### src/pchm_pkg.sv
package pchm_pkg;

    typedef enum logic [1:0] {
        OP_LOOKUP = 2'd0,
        OP_INSERT = 2'd1,
        OP_REMOVE = 2'd2
    } op_code_t;

    typedef enum logic [1:0] {
        ST_OK       = 2'd0,
        ST_NO_SPACE = 2'd1,
        ST_NOT_FOUND = 2'd2
    } status_code_t;

    typedef struct packed {
        logic [1:0]  op;
        logic [31:0] key;
        logic [31:0] value;
    } in_word_t;

    typedef struct packed {
        logic [1:0]  status;
        logic        found;
        logic [31:0] value_out;
    } out_word_t;

    typedef struct packed {
        logic         clr;
        logic         capture;
        logic         rd_head;
        logic         ld_head;
        logic         rd_node;
        logic         step;
        logic         rd_free;
        logic         alloc;
        logic         wr_val;
        logic         unlink;
        logic         push;
        logic         set_res;
        status_code_t res_status;
        logic         res_found;
        logic         emit;
    } ctl_cmd_t;

    typedef struct packed {
        logic       clr_done;
        logic       cur_null;
        logic       key_match;
        logic       free_null;
        logic       out_busy;
        logic [1:0] op;
    } ctl_sts_t;

endpackage

### src/pchm_ctrl.sv
module pchm_ctrl (
    input  logic              aclk,
    input  logic              aresetn,
    input  logic              s_valid,
    output logic              s_ready,
    input  pchm_pkg::ctl_sts_t sts,
    output pchm_pkg::ctl_cmd_t cmd
);
    import pchm_pkg::*;

    typedef enum logic [3:0] {
        S_CLEAR,
        S_IDLE,
        S_HEAD_RD,
        S_HEAD_LD,
        S_NODE_RD,
        S_NODE_CMP,
        S_ALLOC,
        S_UNLINK,
        S_PUSH,
        S_RESP
    } state_t;

    state_t state_reg, state_next;
    logic   is_ins;
    logic   is_rem;

    assign is_ins  = (sts.op == OP_INSERT);
    assign is_rem  = (sts.op == OP_REMOVE);
    assign s_ready = (state_reg == S_IDLE);

    always_comb begin
        cmd        = '0;
        cmd.res_status = ST_OK;
        state_next = state_reg;
        unique case (state_reg)
            S_CLEAR: begin
                cmd.clr = 1'b1;
                if (sts.clr_done) begin
                    state_next = S_IDLE;
                end
            end
            S_IDLE: begin
                if (s_valid) begin
                    cmd.capture = 1'b1;
                    state_next  = S_HEAD_RD;
                end
            end
            S_HEAD_RD: begin
                cmd.rd_head = 1'b1;
                state_next  = S_HEAD_LD;
            end
            S_HEAD_LD: begin
                cmd.ld_head = 1'b1;
                state_next  = S_NODE_RD;
            end
            S_NODE_RD: begin
                if (!sts.cur_null) begin
                    cmd.rd_node = 1'b1;
                    state_next  = S_NODE_CMP;
                end else if (is_ins && !sts.free_null) begin
                    cmd.rd_free = 1'b1;
                    state_next  = S_ALLOC;
                end else begin
                    cmd.set_res    = 1'b1;
                    cmd.res_status = is_ins ? ST_NO_SPACE : ST_NOT_FOUND;
                    state_next     = S_RESP;
                end
            end
            S_NODE_CMP: begin
                if (!sts.key_match) begin
                    cmd.step   = 1'b1;
                    state_next = S_NODE_RD;
                end else if (is_rem) begin
                    cmd.unlink = 1'b1;
                    state_next = S_PUSH;
                end else begin
                    cmd.wr_val    = is_ins;
                    cmd.set_res   = 1'b1;
                    cmd.res_found = !is_ins;
                    state_next    = S_RESP;
                end
            end
            S_ALLOC: begin
                cmd.alloc   = 1'b1;
                cmd.set_res = 1'b1;
                state_next  = S_RESP;
            end
            S_UNLINK: begin
                state_next = S_PUSH;
            end
            S_PUSH: begin
                cmd.push    = 1'b1;
                cmd.set_res = 1'b1;
                state_next  = S_RESP;
            end
            S_RESP: begin
                if (!sts.out_busy) begin
                    cmd.emit   = 1'b1;
                    state_next = S_IDLE;
                end
            end
            default: begin
                state_next = S_IDLE;
            end
        endcase
    end

    always_ff @(posedge aclk) begin
        if (!aresetn) begin
            state_reg <= S_CLEAR;
        end else begin
            state_reg <= state_next;
        end
    end

    a_emit_free: assert property (@(posedge aclk) disable iff (!aresetn)
        cmd.emit |-> !sts.out_busy)
        else $error("result emitted over a pending word");
    a_alloc_nonempty: assert property (@(posedge aclk) disable iff (!aresetn)
        cmd.alloc |-> !sts.free_null)
        else $error("allocation from an empty pool");
    a_unlink_push: assert property (@(posedge aclk) disable iff (!aresetn)
        cmd.unlink |=> cmd.push)
        else $error("unlinked node not returned to pool");

endmodule

### config.mk
export PLATFORM = sky130hd
export DESIGN_NAME = pchm_ctrl
export DESIGN_NICKNAME = d
export VERILOG_FILES = /design/src/pchm_pkg.sv /design/src/pchm_ctrl.sv
export SDC_FILE = /design/constraint.sdc
export NUM_CORES = 1
export LEC_CHECK = 0
export BUFFER_PORTS_ARGS = -buffer_cell sky130_fd_sc_hd__buf_2
export CAP_MARGIN = 20
export CORE_AREA = 5 5 42 44
export DETAILED_ROUTE_END_ITERATION = 10
export DIE_AREA = 0 0 47 49
export HOLD_SLACK_MARGIN = 0.03
export PLACE_DENSITY = 0.79
export SLEW_MARGIN = 20
export SYNTH_ARGS = -nofsm -noshare
export SYNTH_HDL_FRONTEND = slang
export SYNTH_SLANG_ARGS = --single-unit
### constraint.sdc
create_clock -name aclk -period 2.9 [get_ports aclk]
set_clock_uncertainty 0.2 [all_clocks]
set_input_delay 0.145 -clock aclk [delete_from_list [all_inputs] [get_ports aclk]]
set_output_delay 0.145 -clock aclk [all_outputs]
set_load 0.02 [all_outputs]
**After elaboration in Yosys (flattened, before gate mapping)**

Cells that the tools add are included.

- Register bits: 4
- Bits of input ports: 10

- Reduce and logical (&&, ||, !) cells: 6
- Equality and inequality tests: 14
- Muxes and demuxes: 38

Operators by type and width:

| kind | count |
|---|---|
| one-hot mux 4 bit (9 select lines) | 1 |
| two-way mux 1 bit | 24 |
| two-way mux 4 bit | 6 |
| equality test 4 x 3 -> 1 bit (second input constant) | 4 |
| equality test 4 x 2 -> 1 bit (second input constant) | 2 |
| equality test 4 bit (second input constant) | 2 |
| two-way mux 2 bit | 4 |
| two-way mux 3 bit | 2 |
| inequality test 2 bit (second input constant) | 3 |
| equality test 4 x 1 -> 1 bit (second input constant) | 1 |
| logical NOT 4 bit | 1 |
| one-hot mux 1 bit (3 select lines) | 1 |
| AND reduction 3 bit | 1 |
| equality test 2 x 1 -> 1 bit (second input constant) | 1 |
| equality test 2 bit (second input constant) | 1 |
| logical NOT 1 bit | 2 |
| OR reduction 2 bit | 1 |
| logical AND 1 bit | 1 |

**Logic depth before layout (Yosys ltp)**

- Word-level depth: 5
- Depth in mapped cells: 5
- Depth with buffers taken out: 5

**Least setup slack after synthesis**

Ideal clock, no wire load.

- Kind: register to output
- Start: reg state_reg[2]
- End: out cmd[4] in the netlist's numbering
- Arrival: 1.621 ns
- Stages on the path, launching flop included: 4
- Path slack: 0.934 ns
- Cell sequence: dfxtp_1 -> nor4b_1 -> a311oi_1 -> o21ai_1

RTL lines:

| what | RTL line | text |
|---|---|---|
| start, declared | pchm_ctrl.sv:24 | `state_t state_reg, state_next;` |
| start signal, assigned | pchm_ctrl.sv:113 | `state_reg <= state_next;` |
| end, declared | pchm_ctrl.sv:7 | `output pchm_pkg::ctl_cmd_t cmd` |

==> metrics.cfg <==
[flow_run]
cap_viol_max_count=0

[synth]
syn_area_um2=489
syn_nets=75
synth.largest_area_cell=dfxtp_1
syn_inst=62
synth_top_cells_by_area=dfxtp_1, ha_1, and2_1
yosysWarnings=0
synth-seq-cells=4
ys_seq_area_frac=0.164
yosysTopAreaCellShare=0.164
post_synth.cell_area_avg_um2=7.89
ys_types=32

[global_route]
grtUsageMet2=0.179
grt_pass1_vias=494
grt_util_met1=0.142
grt_usage=0.117
grt_use_met3=0.0480
busiest_layer=met2
grt_max_degree=15
antenna_found_initial=0
grt_overflow=0
grt_pass1_wl_um=2020

[route]
vias_per_cell=5.20
drtAntennaViolNets=0
drt_iter0_markers=4
wirelength_um=1250
num_vias=541
wl_per_cell_um=12.0
drc=0
dr.pass1.iters=2

[worst_setup_path]
critPathMaxFanout=14
crit_path_cell_trace=or4b_4, nor3_4, buf_2
path_class=flip-flop to primary output
reg2regPathDepth=3
cpPeakStageDelay_ns=0.56
reg2reg_slack_ns=1.11
cp_data_arrival_time_ns=1.73
required_ns=2.56
cp-start-kind=flip-flop
r2r_end=state_reg[3]
worst_setup_path_end_kind=primary output
r2r_start=state_reg[2]
cp_slowest_cell=dfxtp_1

[cts]
post_cts_resized=0
cts_tree=yes
root_buffer=clkbuf_4
cts_max_path_buffers=2
clock_latency_ns=0.23
cts_buffers=3
cts_hold_buf=1
cts_num_sinks=4
cts.clk_slew.worst_paths_ns=0.04
htreeDepth=1
post_cts_buffers=0

[timing]
finalSetupViolations=0
report.final.slew_viol_count=0
rsz0062_at_grt=false
tightest_slew_ns=0.470
min_period_ns=2.08
finalSetupTns_ns=0
setup_slack_ns=0.820
maxSlewHeadroom=0.682
max_freq_mhz=481
finalCritPeriodShare=0.717
hold_viol_final=0

[layout]
antennaDiodeCount=0
drive_gt1_frac=0.364
final_common_cell=buf_2
fill_cells=142
postLayoutCellArea_um2=649
largest_register_ffs=4
multi_input_area_um2=368
seq_area_um2=80.1
mostFrequentLayoutCells=buf_2, inv_1, nor3_1
fin_nets=103
area_delta_synth_final_pct=32.7

[pwr]
p_total_w=0.000179
power_density_mw_per_mm2=276
vdd_drop_max_v=0.000233
p_leak_nw=0.334

[die]
core_mm2=0.00140
die_w_um=47
rows=14
dieArea_mm2=0.00230
die_h_um=49
num_io_pins=27
initial_utilization=0.349

[min_path]
hold_end=state_reg[0]
min_path_cells=3
hp-start=sts[6]
hold_path_class=primary input to flip-flop

[placed_design]
numPortBuffers=26
post-place-ws_ns=1.09
routabilityCongestion=0.784
hpwlAfterDp_um=996
placedInstanceArea_um2=617

[run_status]
status=finished, final reports clean

-- worst max-delay path: cells and delay by family, from the launching register on --
| family | cells | cell delay, ns |
|---|---|---|
| flops | 1 | 0.56 |
| buf+inv | 1 | 0.19 |
| simple gates | 2 | 0.75 |
-- per-layer routing --
| metal | vias up | routed length (um) |
|---|---|---|
| met5 | - | 0 |
| met4 | 0 | 0 |
| met3 | 0 | 119 |
| met2 | 19 | 604 |
| met1 | 243 | 523 |
| li1 | 279 | - |
-- synth_stat cells --
| cell type | number |
|---|---|
| nor4bb_1 | 1 |
| o21ai_1 | 2 |
| buf_4 | 1 |
| a31oi_1 | 1 |
| nor4b_2 | 1 |
| and2_1 | 4 |
| or4_1 | 1 |
| and4_1 | 1 |
| nor3_4 | 1 |
| o21bai_1 | 1 |
| nor2_1 | 4 |
| or4b_4 | 1 |
| o31a_1 | 2 |
| nand3b_1 | 1 |
| dfxtp_1 | 4 |
| a211oi_1 | 1 |
| buf_2 | 3 |
| nand2_1 | 2 |
| xnor2_1 | 1 |
| a21oi_1 | 3 |
| ha_1 | 3 |
| and4bb_1 | 1 |
| nor2b_1 | 2 |
| and4b_1 | 1 |
| a311oi_1 | 1 |
| nor3_1 | 5 |
| nor3b_1 | 2 |
| nor4b_1 | 2 |
| or2b_1 | 1 |
| o211a_1 | 1 |
| inv_1 | 5 |
| nand2b_1 | 2 |
-- power by group --
group          internal [W]  switching, W  total [W]
clock network     0.0000462     0.0000210  0.0000671
logic             0.0000216     0.0000255  0.0000472
registers         0.0000575    0.00000714  0.0000646
total              0.000125     0.0000536   0.000179
-- area by class of cell --
cell class,instances,share of cell area
clock buffers,3,0.0347
inverters,5,0.0289
repair buffers,27,0.216
multi-input cells,49,0.566
well taps,16,0.0308
flip-flops and latches,4,0.123
-- worst max-delay path by stage --
stage                       startpoint     end  slack, ns  cells after the start
final                     state_reg[2]  cmd[9]       0.82                      3
after global routing      state_reg[3]  cmd[4]       0.66                      4
after CTS                 state_reg[2]  cmd[9]       0.82                      3
after detailed placement  state_reg[2]  cmd[9]       1.09                      3
after global placement    state_reg[2]  cmd[9]       1.11                      3
after floorplan           state_reg[2]  cmd[4]       0.93                      3
-- through the flow --
step                cells  hold slack, ns   util
detailed placement    100           0.216  0.440
floorplan              62          0.0729      -
finish                104          0.0825  0.463
global route          104          0.0789  0.463
CTS                   104          0.0882  0.463
global placement      100           0.212  0.440
-- cell families after synthesis --
logic type | after synthesis | share of synthesized area
and+or+nand+nor | 33 | 0.488
buffers and inverters | 9 | 0.0844
adders and majority gates | 3 | 0.0767
DFF | 4 | 0.164
xor gates and xnor gates | 1 | 0.0179
AOI/OAI and AO/OA | 12 | 0.169
No activity file was read; power rests on OpenSTA's default activity.
